--- src/hdl/sackbl_pkg.sv ---
// Shared types, constants and sequence-compare helpers for the SACK block list.
package sackbl_pkg;

  localparam int MAX_BLOCKS_DEF = 4;
  localparam int SEQ_W          = 32;
  localparam int OUT_IDX_W      = 2;
  localparam int OUT_TOT_W      = 3;

  typedef enum logic [1:0] {
    ST_IDLE,
    ST_SCAN,
    ST_COMMIT,
    ST_EMIT
  } state_t;

  typedef enum logic {
    ACT_UPDATE = 1'b0,
    ACT_CLEAR  = 1'b1
  } action_t;

  // Commands from the controller to the datapath.
  typedef struct packed {
    logic load;    // capture a received range, restart the scan
    logic scan;    // examine one stored block
    logic commit;  // place the merged range at the head, fix the count
    logic clear;   // empty the list
    logic emit;    // load the next list word into the output register
  } cmd_t;

  // Status from the datapath to the controller.
  typedef struct packed {
    logic scan_done;  // every stored block has been examined
    logic emit_last;  // the next word emitted closes the report
    logic out_free;   // output register can take a word this cycle
  } status_t;

  // Modulo 2^32 sequence compares: sign of the difference.
  function automatic logic seq_lt(input logic [SEQ_W-1:0] a, input logic [SEQ_W-1:0] b);
    logic [SEQ_W-1:0] d;
    d = a - b;
    return d[SEQ_W-1];
  endfunction

  function automatic logic seq_gt(input logic [SEQ_W-1:0] a, input logic [SEQ_W-1:0] b);
    return seq_lt(b, a);
  endfunction

  function automatic logic seq_leq(input logic [SEQ_W-1:0] a, input logic [SEQ_W-1:0] b);
    return !seq_lt(b, a);
  endfunction

  function automatic logic seq_geq(input logic [SEQ_W-1:0] a, input logic [SEQ_W-1:0] b);
    return !seq_lt(a, b);
  endfunction

endpackage

--- src/hdl/sack_receiver_block_list_top.sv ---
// Top level of the receiver SACK block list: stream ports, controller and datapath.
//
// Keeps up to MAX_BLOCKS selective-acknowledgement blocks, most recent first.
// Input stream (in_*): one word is one action. in_tuser is the action flag
// (0 update with a received range, 1 clear the list); in_tdata carries the
// received range and the cumulative next-expected sequence number.
// Output stream (out_*): after every action the list is reported, one word per
// stored block in list order, out_tlast on the final word. An empty list gives
// a single word with out_tuser (block valid) low and all data zero.
// Sequence: an update is loaded, then the drop/merge scan examines one stored
// block per cycle, then come the end-of-scan check and the commit, then the
// report words are emitted one per cycle while out_tready does not stall. A
// clear goes straight to the report. The scan loop uses one shared merge unit.
// The first result word is loaded after the commit (clear: after the accept)
// once the output register is free, and out_tvalid rises in the cycle after
// the load. in_tready is high only while no action is in progress; a new
// action may be taken while the final result word still waits in the output
// register. A stall on out_tready holds the output word and the report.
// Reset (rst_n low, synchronous) empties the list and drops any word held.
module sack_receiver_block_list_top #(
  parameter int MAX_BLOCKS = sackbl_pkg::MAX_BLOCKS_DEF
) (
  input  logic        clk,
  input  logic        rst_n,
  // Input stream
  input  logic        in_tvalid,
  output logic        in_tready,
  input  logic [95:0] in_tdata,   // [31:0] range_start, [63:32] range_end,
                                  // [95:64] next_expected
  input  logic        in_tuser,   // [0] action
  // Output stream
  output logic        out_tvalid,
  input  logic        out_tready,
  output logic [71:0] out_tdata,  // [1:0] block_index, [33:2] block_first,
                                  // [65:34] block_past, [68:66] block_total,
                                  // [71:69] zero
  output logic        out_tuser,  // [0] block_valid
  output logic        out_tlast   // last_result
);

  sackbl_pkg::cmd_t    cmd;
  sackbl_pkg::status_t sts;

  logic [sackbl_pkg::OUT_IDX_W-1:0] out_index;
  logic [sackbl_pkg::SEQ_W-1:0]     out_first, out_past;
  logic [sackbl_pkg::OUT_TOT_W-1:0] out_total;

  // Sequence the action: scan, commit, then report.
  sackbl_ctrl u_ctrl (
    .clk      (clk),
    .rst_n    (rst_n),
    .in_valid (in_tvalid),
    .in_clear (in_tuser == sackbl_pkg::ACT_CLEAR),
    .in_ready (in_tready),
    .sts      (sts),
    .cmd      (cmd)
  );

  // Hold the list, merge the range, drive the output word.
  sackbl_dp #(
    .MAX_BLOCKS (MAX_BLOCKS)
  ) u_dp (
    .clk           (clk),
    .rst_n         (rst_n),
    .cmd           (cmd),
    .sts           (sts),
    .in_start      (in_tdata[31:0]),
    .in_end        (in_tdata[63:32]),
    .in_next       (in_tdata[95:64]),
    .out_ready     (out_tready),
    .out_valid     (out_tvalid),
    .out_blk_valid (out_tuser),
    .out_index     (out_index),
    .out_first     (out_first),
    .out_past      (out_past),
    .out_total     (out_total),
    .out_last      (out_tlast)
  );

  // Pack the result word, lowest field first.
  assign out_tdata = {3'b000, out_total, out_past, out_first, out_index};

endmodule

--- src/hdl/sackbl_ctrl.sv ---
// Controller state machine: sequences load, scan, commit and report of the block list.
module sackbl_ctrl (
  input  logic                clk,
  input  logic                rst_n,
  input  logic                in_valid,
  input  logic                in_clear,
  output logic                in_ready,
  input  sackbl_pkg::status_t sts,
  output sackbl_pkg::cmd_t    cmd
);

  sackbl_pkg::state_t state_r, state_nxt;

  always_ff @(posedge clk) begin
    if (!rst_n) begin
      state_r <= sackbl_pkg::ST_IDLE;
    end else begin
      state_r <= state_nxt;
    end
  end

  // Next state.
  always_comb begin
    state_nxt = state_r;
    case (state_r)
      sackbl_pkg::ST_IDLE: begin
        if (in_valid) begin
          state_nxt = in_clear ? sackbl_pkg::ST_EMIT : sackbl_pkg::ST_SCAN;
        end
      end
      sackbl_pkg::ST_SCAN: begin
        if (sts.scan_done) begin
          state_nxt = sackbl_pkg::ST_COMMIT;
        end
      end
      sackbl_pkg::ST_COMMIT: begin
        state_nxt = sackbl_pkg::ST_EMIT;
      end
      sackbl_pkg::ST_EMIT: begin
        if (sts.out_free && sts.emit_last) begin
          state_nxt = sackbl_pkg::ST_IDLE;
        end
      end
      default: begin
        state_nxt = sackbl_pkg::ST_IDLE;
      end
    endcase
  end

  // Outputs.
  always_comb begin
    cmd      = '0;
    in_ready = 1'b0;
    case (state_r)
      sackbl_pkg::ST_IDLE: begin
        in_ready  = 1'b1;
        cmd.load  = in_valid && !in_clear;
        cmd.clear = in_valid && in_clear;
      end
      sackbl_pkg::ST_SCAN: begin
        cmd.scan = !sts.scan_done;
      end
      sackbl_pkg::ST_COMMIT: begin
        cmd.commit = 1'b1;
      end
      sackbl_pkg::ST_EMIT: begin
        cmd.emit = sts.out_free;
      end
      default: begin
        cmd = '0;
      end
    endcase
  end

endmodule

--- src/hdl/sackbl_dp.sv ---
// Datapath: stored block list, merge unit, scan pointer and output word register.
module sackbl_dp #(
  parameter int MAX_BLOCKS = sackbl_pkg::MAX_BLOCKS_DEF
) (
  input  logic                                 clk,
  input  logic                                 rst_n,
  input  sackbl_pkg::cmd_t                     cmd,
  output sackbl_pkg::status_t                  sts,
  input  logic [sackbl_pkg::SEQ_W-1:0]         in_start,
  input  logic [sackbl_pkg::SEQ_W-1:0]         in_end,
  input  logic [sackbl_pkg::SEQ_W-1:0]         in_next,
  input  logic                                 out_ready,
  output logic                                 out_valid,
  output logic                                 out_blk_valid,
  output logic [sackbl_pkg::OUT_IDX_W-1:0]     out_index,
  output logic [sackbl_pkg::SEQ_W-1:0]         out_first,
  output logic [sackbl_pkg::SEQ_W-1:0]         out_past,
  output logic [sackbl_pkg::OUT_TOT_W-1:0]     out_total,
  output logic                                 out_last
);

  localparam int SW    = sackbl_pkg::SEQ_W;
  localparam int CNT_W = $clog2(MAX_BLOCKS + 1);
  localparam int IDX_W = (MAX_BLOCKS > 1) ? $clog2(MAX_BLOCKS) : 1;
  localparam logic [CNT_W-1:0] MAX_CNT = CNT_W'(MAX_BLOCKS);

  logic [SW-1:0]    st_s_r [MAX_BLOCKS];
  logic [SW-1:0]    st_e_r [MAX_BLOCKS];
  logic [CNT_W-1:0] count_r;
  logic [CNT_W-1:0] ptr_r;
  logic [CNT_W-1:0] kept_r;
  logic [SW-1:0]    rs_r, re_r, nxt_r;
  logic             out_valid_r;

  logic                             out_blk_valid_r;
  logic [sackbl_pkg::OUT_IDX_W-1:0] out_index_r;
  logic [SW-1:0]                    out_first_r;
  logic [SW-1:0]                    out_past_r;
  logic [sackbl_pkg::OUT_TOT_W-1:0] out_total_r;
  logic                             out_last_r;

  logic [SW-1:0]    cur_s, cur_e;
  logic             drop, overlap, head;
  logic [CNT_W-1:0] count_nxt;

  assign cur_s   = st_s_r[ptr_r[IDX_W-1:0]];
  assign cur_e   = st_e_r[ptr_r[IDX_W-1:0]];
  assign drop    = sackbl_pkg::seq_geq(cur_s, cur_e) || sackbl_pkg::seq_leq(cur_s, nxt_r);
  assign overlap = sackbl_pkg::seq_leq(rs_r, cur_e) && sackbl_pkg::seq_geq(re_r, cur_s);
  assign head    = sackbl_pkg::seq_gt(rs_r, nxt_r);

  always_comb begin
    if (head) begin
      count_nxt = (kept_r >= MAX_CNT) ? MAX_CNT : kept_r + CNT_W'(1);
    end else begin
      count_nxt = kept_r;
    end
  end

  assign sts.scan_done = (ptr_r >= count_r);
  assign sts.emit_last = ((ptr_r + CNT_W'(1)) >= count_r);
  assign sts.out_free  = !out_valid_r || out_ready;

  // Control registers.
  always_ff @(posedge clk) begin
    if (!rst_n) begin
      count_r     <= '0;
      ptr_r       <= '0;
      kept_r      <= '0;
      out_valid_r <= 1'b0;
    end else begin
      if (cmd.load) begin
        ptr_r  <= '0;
        kept_r <= '0;
      end else if (cmd.scan) begin
        ptr_r <= ptr_r + CNT_W'(1);
        if (!drop && !overlap) begin
          kept_r <= kept_r + CNT_W'(1);
        end
      end else if (cmd.commit) begin
        count_r <= count_nxt;
        ptr_r   <= '0;
      end else if (cmd.clear) begin
        count_r <= '0;
        ptr_r   <= '0;
      end else if (cmd.emit) begin
        ptr_r <= ptr_r + CNT_W'(1);
      end

      if (cmd.emit) begin
        out_valid_r <= 1'b1;
      end else if (out_ready) begin
        out_valid_r <= 1'b0;
      end
    end
  end

  // Merge range and stored list.
  always_ff @(posedge clk) begin
    if (cmd.load) begin
      rs_r  <= in_start;
      re_r  <= in_end;
      nxt_r <= in_next;
    end else if (cmd.scan && !drop && overlap) begin
      // Widen the range over the touching block.
      if (sackbl_pkg::seq_gt(rs_r, cur_s)) rs_r <= cur_s;
      if (sackbl_pkg::seq_lt(re_r, cur_e)) re_r <= cur_e;
    end

    if (cmd.scan && !drop && !overlap) begin
      // Compact kept blocks toward the front in place.
      st_s_r[kept_r[IDX_W-1:0]] <= cur_s;
      st_e_r[kept_r[IDX_W-1:0]] <= cur_e;
    end else if (cmd.commit && head) begin
      // Shift kept blocks back one slot, oldest falls off when full.
      for (int j = 1; j < MAX_BLOCKS; j++) begin
        st_s_r[j] <= st_s_r[j-1];
        st_e_r[j] <= st_e_r[j-1];
      end
      st_s_r[0] <= rs_r;
      st_e_r[0] <= re_r;
    end
  end

  // Output word register.
  always_ff @(posedge clk) begin
    if (cmd.emit) begin
      out_blk_valid_r <= (count_r != '0);
      out_index_r     <= sackbl_pkg::OUT_IDX_W'(ptr_r);
      out_first_r     <= (count_r != '0) ? cur_s : '0;
      out_past_r      <= (count_r != '0) ? cur_e : '0;
      out_total_r     <= sackbl_pkg::OUT_TOT_W'(count_r);
      out_last_r      <= sts.emit_last;
    end
  end

  assign out_valid     = out_valid_r;
  assign out_blk_valid = out_blk_valid_r;
  assign out_index     = out_index_r;
  assign out_first     = out_first_r;
  assign out_past      = out_past_r;
  assign out_total     = out_total_r;
  assign out_last      = out_last_r;

endmodule

--- config.mk ---
export PLATFORM = sky130hd
export DESIGN_NAME = sack_receiver_block_list_top
export DESIGN_NICKNAME = d
export VERILOG_FILES = /design/src/hdl/sackbl_pkg.sv /design/src/hdl/sack_receiver_block_list_top.sv /design/src/hdl/sackbl_ctrl.sv /design/src/hdl/sackbl_dp.sv
export SDC_FILE = /design/constraint.sdc
export NUM_CORES = 1
export LEC_CHECK = 0
export CORE_MARGIN = 4
export CORE_UTILIZATION = 55
export DETAILED_ROUTE_END_ITERATION = 12
export DONT_BUFFER_PORTS = 1
export GPL_TIMING_DRIVEN = 0
export PLACE_DENSITY = 0.73
export SYNTH_ARGS = -nofsm -noshare
export SYNTH_HDL_FRONTEND = slang
export SYNTH_SLANG_ARGS = --single-unit
--- constraint.sdc ---
create_clock -name clk -period 8.6 [get_ports clk]
set_input_delay 1.29 -clock clk [delete_from_list [all_inputs] [get_ports clk]]
set_output_delay 1.29 -clock clk [all_outputs]
set_load 0.03 [all_outputs]
==> impl_metrics.py <==
metrics = {
    "setup_path": {
        "cp.arrival_ns": 8.27,
        "r2r_setup_slack_ns": 0.67,
        "startpoint_type": "register",
        "slowest_stage": "nor4_1",
        "cp_num_buf_inv": 8,
        "critPathTopFamily": "buffers and inverters",
        "reg2reg_to": "u_dp.st_e_r[2][10]",
        "path_class": "reg -> reg",
        "endpoint_kind": "register",
        "path_cells": "buf_2 > buf_1 > mux4_2 > inv_1 > ha_1 > nand4_1 > nor4_1 > nand3_1 > o22ai_1 > o211ai_1 > o21a_1 > o311ai_4 > buf_4 > buf_2 > o21ai_4 > buf_12 > buf_16 > buf_16",
        "worstPathRequired_ns": 8.94,
        "cp_num_cells": 18,
        "crit_fanout": 20,
        "reg2regPathDepth": 18,
        "max_stage_delay_ns": 1.24,
        "endpoint": "u_dp.st_e_r[2][10]",
    },
    "power": {
        "power.total_mw": 8.72,
        "seqPwrFrac_pct": 39.1,
        "power_density_mw_per_mm2": 323,
        "peakVddDrop_mv": 0.183,
        "netSwitchingPower_mw": 3.10,
        "clkPwrFrac_pct": 24.5,
        "pwr-share-comb_pct": 36.4,
        "p_int_mw": 5.61,
        "swShare_pct": 35.6,
        "leakage_nw": 10.2,
    },
    "cells_and_area": {
        "fillers": 3241,
        "stdcell_area_mm2": 0.0270,
        "drive_gt1_share_pct": 14.2,
        "stdcell_count": 2475,
        "layout.nets": 2179,
        "antenna_cells": 0,
        "area_growth_pct": 11.7,
        "multi_input_area_mm2": 0.0104,
        "seq_area_mm2": 0.0130,
    },
    "status": {
        "status": "completed",
    },
    "floorplan": {
        "dieWidth_um": 218,
        "die_h_um": 218,
        "start_util_pct": 55.9,
        "die_area_mm2": 0.0474,
        "core-area_mm2": 0.0433,
        "rows": 76,
        "ioPinCount": 177,
    },
    "sta": {
        "rsz0062_at_grt": "false",
        "tightest_slew_ns": 1.38,
        "period_share_pct": 92.2,
        "skew_ns": 0.0234,
        "final_max_slew_viol_count": 0,
        "relSlewSlack_pct": 7.19,
        "setup_violations": 0,
        "hold-worst-slack_ns": 0.534,
        "hold_viol": 0,
        "fmax_mhz": 126,
        "min_period_ns": 7.93,
    },
    "grt": {
        "globalRouteOverflowTotal": 0,
        "grt_pass1_vias": 16014,
        "grt_usage_pct": 28.1,
        "grt_pass1_wl_mm": 99.5,
        "grt_max_degree": 44,
        "antenna_found_initial": 2,
    },
    "routing": {
        "vias_per_cell": 6.42,
        "vias": 15888,
        "drt_first_iter_violations": 1633,
        "final_antenna_net_count": 0,
        "firstDrtPassIters": 5,
        "wl_mm": 67.0,
        "drc": 0,
        "post_drt_wl_per_cell_um": 27.1,
    },
    "yosys": {
        "synth_enable_flop_cells": 423,
        "yosysUniqueCellTypes": 58,
        "synth_area_mm2": 0.0242,
        "yosysWarnings": 0,
        "netlist.area_leader.share_pct": 52.6,
        "ys_seq_elements": 437,
        "synth_top_area_cell": "edfxtp_1",
        "yosys-top-cells-count": "edfxtp_1, ha_1, mux2_1",
        "synth_area_per_cell_um2": 13.6,
        "synth_cells": 1781,
        "synthArstFlopShare_pct": 0,
        "synthTopCellsByArea": "edfxtp_1, ha_1, mux2_1, mux4_2, mux2_2",
        "synth_flop_cell": "edfxtp_1",
        "synth_most_common_cell": "edfxtp_1",
        "ys_seq_area_share_pct": 53.7,
    },
    "flow_run": {
        "drv_cap": 0,
    },
    "clocking": {
        "insertion_delay_ns": 0.59,
        "hold_buffers": 0,
        "clock-root-buffer": "clkbuf_16",
        "cts_max_level": 2,
        "cts_resized": 0,
        "cts_setup_buffers": 0,
        "cts_buffers": 47,
        "cts_tree": "yes",
        "clock-sinks": 437,
        "path_clk_slew_ns": 0.06,
        "cts_buffer_depth": 3,
    },
    "place": {
        "dp.cells": 2388,
        "port_buffers": 0,
        "place_area_mm2": 0.0254,
        "dp_hpwl_mm": 49.1,
        "globalplace.congestion": 0.913,
    },
    "worst_hold_path": {
        "hp-class": "reg -> reg",
    },
}
## state kept, by name, indices dropped and copies added, names as in the netlist, named ones only
register and count:
u_dp.st_e_r 128, u_dp.st_s_r 128, u_dp.nxt_r 32, u_dp.out_first 32, u_dp.out_past 32, u_dp.re_r 32, u_dp.rs_r 32, u_dp.count_r 3
u_dp.kept_r 3, u_dp.out_total 3, u_dp.ptr_r 3, u_ctrl.state_r 2, u_dp.out_index 2, u_dp.out_blk_valid 1, u_dp.out_last 1, u_dp.out_valid 1
## power groups by stage
stage | clock, mW | sequential (mW) | combinational (mW)
after CTS | 2.16 | 3.40 | 3.14
after global routing | 2.25 | 3.44 | 3.45
after detailed placement | 0 | 3.44 | 3.10
after floorplan | 0 | 3.41 | 2.08
after global placement | 0 | 3.56 | 2.83
final | 2.14 | 3.41 | 3.17
## per-stage QoR
step                util, %  worst slack [ns]  TNS [ns]
finish                 62.4             0.674         0
global route           62.4             0.286         0
CTS                    62.4             0.840         0
detailed placement     58.6             0.882         0
global placement       57.6             -6.40  -1734.80
floorplan                 -            -0.286    -73.21
## cells by family after synthesis
| family | Yosys count | synth area share [%] |
|---|---|---|
| mux | 326 | 18.0 |
| flops | 437 | 53.7 |
| other cells | 1 | 0.0155 |
| simple gates | 298 | 5.48 |
| fa+ha+maj | 226 | 11.7 |
| buf+inv | 193 | 3.42 |
| compound gates | 287 | 7.21 |
| xor+xnor | 13 | 0.471 |
## per-layer routing
metal	up-vias	GRT usage (%)	wire length, um
li1	6995	-	-
met1	7988	38.1	27300
met2	747	43.9	30900
met3	154	6.62	5930
met4	4	11.4	2900
met5	-	0	23
## cells in the final DEF (no fill, tap or decap), drive strengths merged, types with 36 or more instances in the layout
master and instances:
a21oi 71, buf 63, inv 124, edfxtp 423, mux4 64, ha 226
mux2 226, mux2i 36, nor2 97, nand2 113, clkbuf 95, o21ai 118
## worst min path at each step
stage | start | to | slack [ns] | depth (start not counted)
2_1_floorplan | u_dp.count_r[1] | u_dp.out_total[1] | 0.45 | 0
3_3_place_gp | u_dp.kept_r[2] | u_dp.kept_r[2] | 0.50 | 2
3_5_place_dp | u_dp.ptr_r[0] | u_dp.out_index[0] | 0.50 | 0
4_1_cts | u_dp.ptr_r[0] | u_dp.out_index[0] | 0.53 | 0
5_1_grt | u_dp.count_r[2] | u_dp.out_total[2] | 0.55 | 0
6_report | u_dp.count_r[2] | u_dp.out_total[2] | 0.53 | 0
## final cells by class
cell class	count	area share [%]
Buffer	70	1.35
Tap cell	585	2.71
Sequential cell	437	48.1
Inverter	123	1.72
Clock inverter	19	0.737
Clock buffer	68	5.30
Timing Repair Buffer	20	1.46
Multi-Input combinational cell	1153	38.6
(Power assumes the default switching activity.)
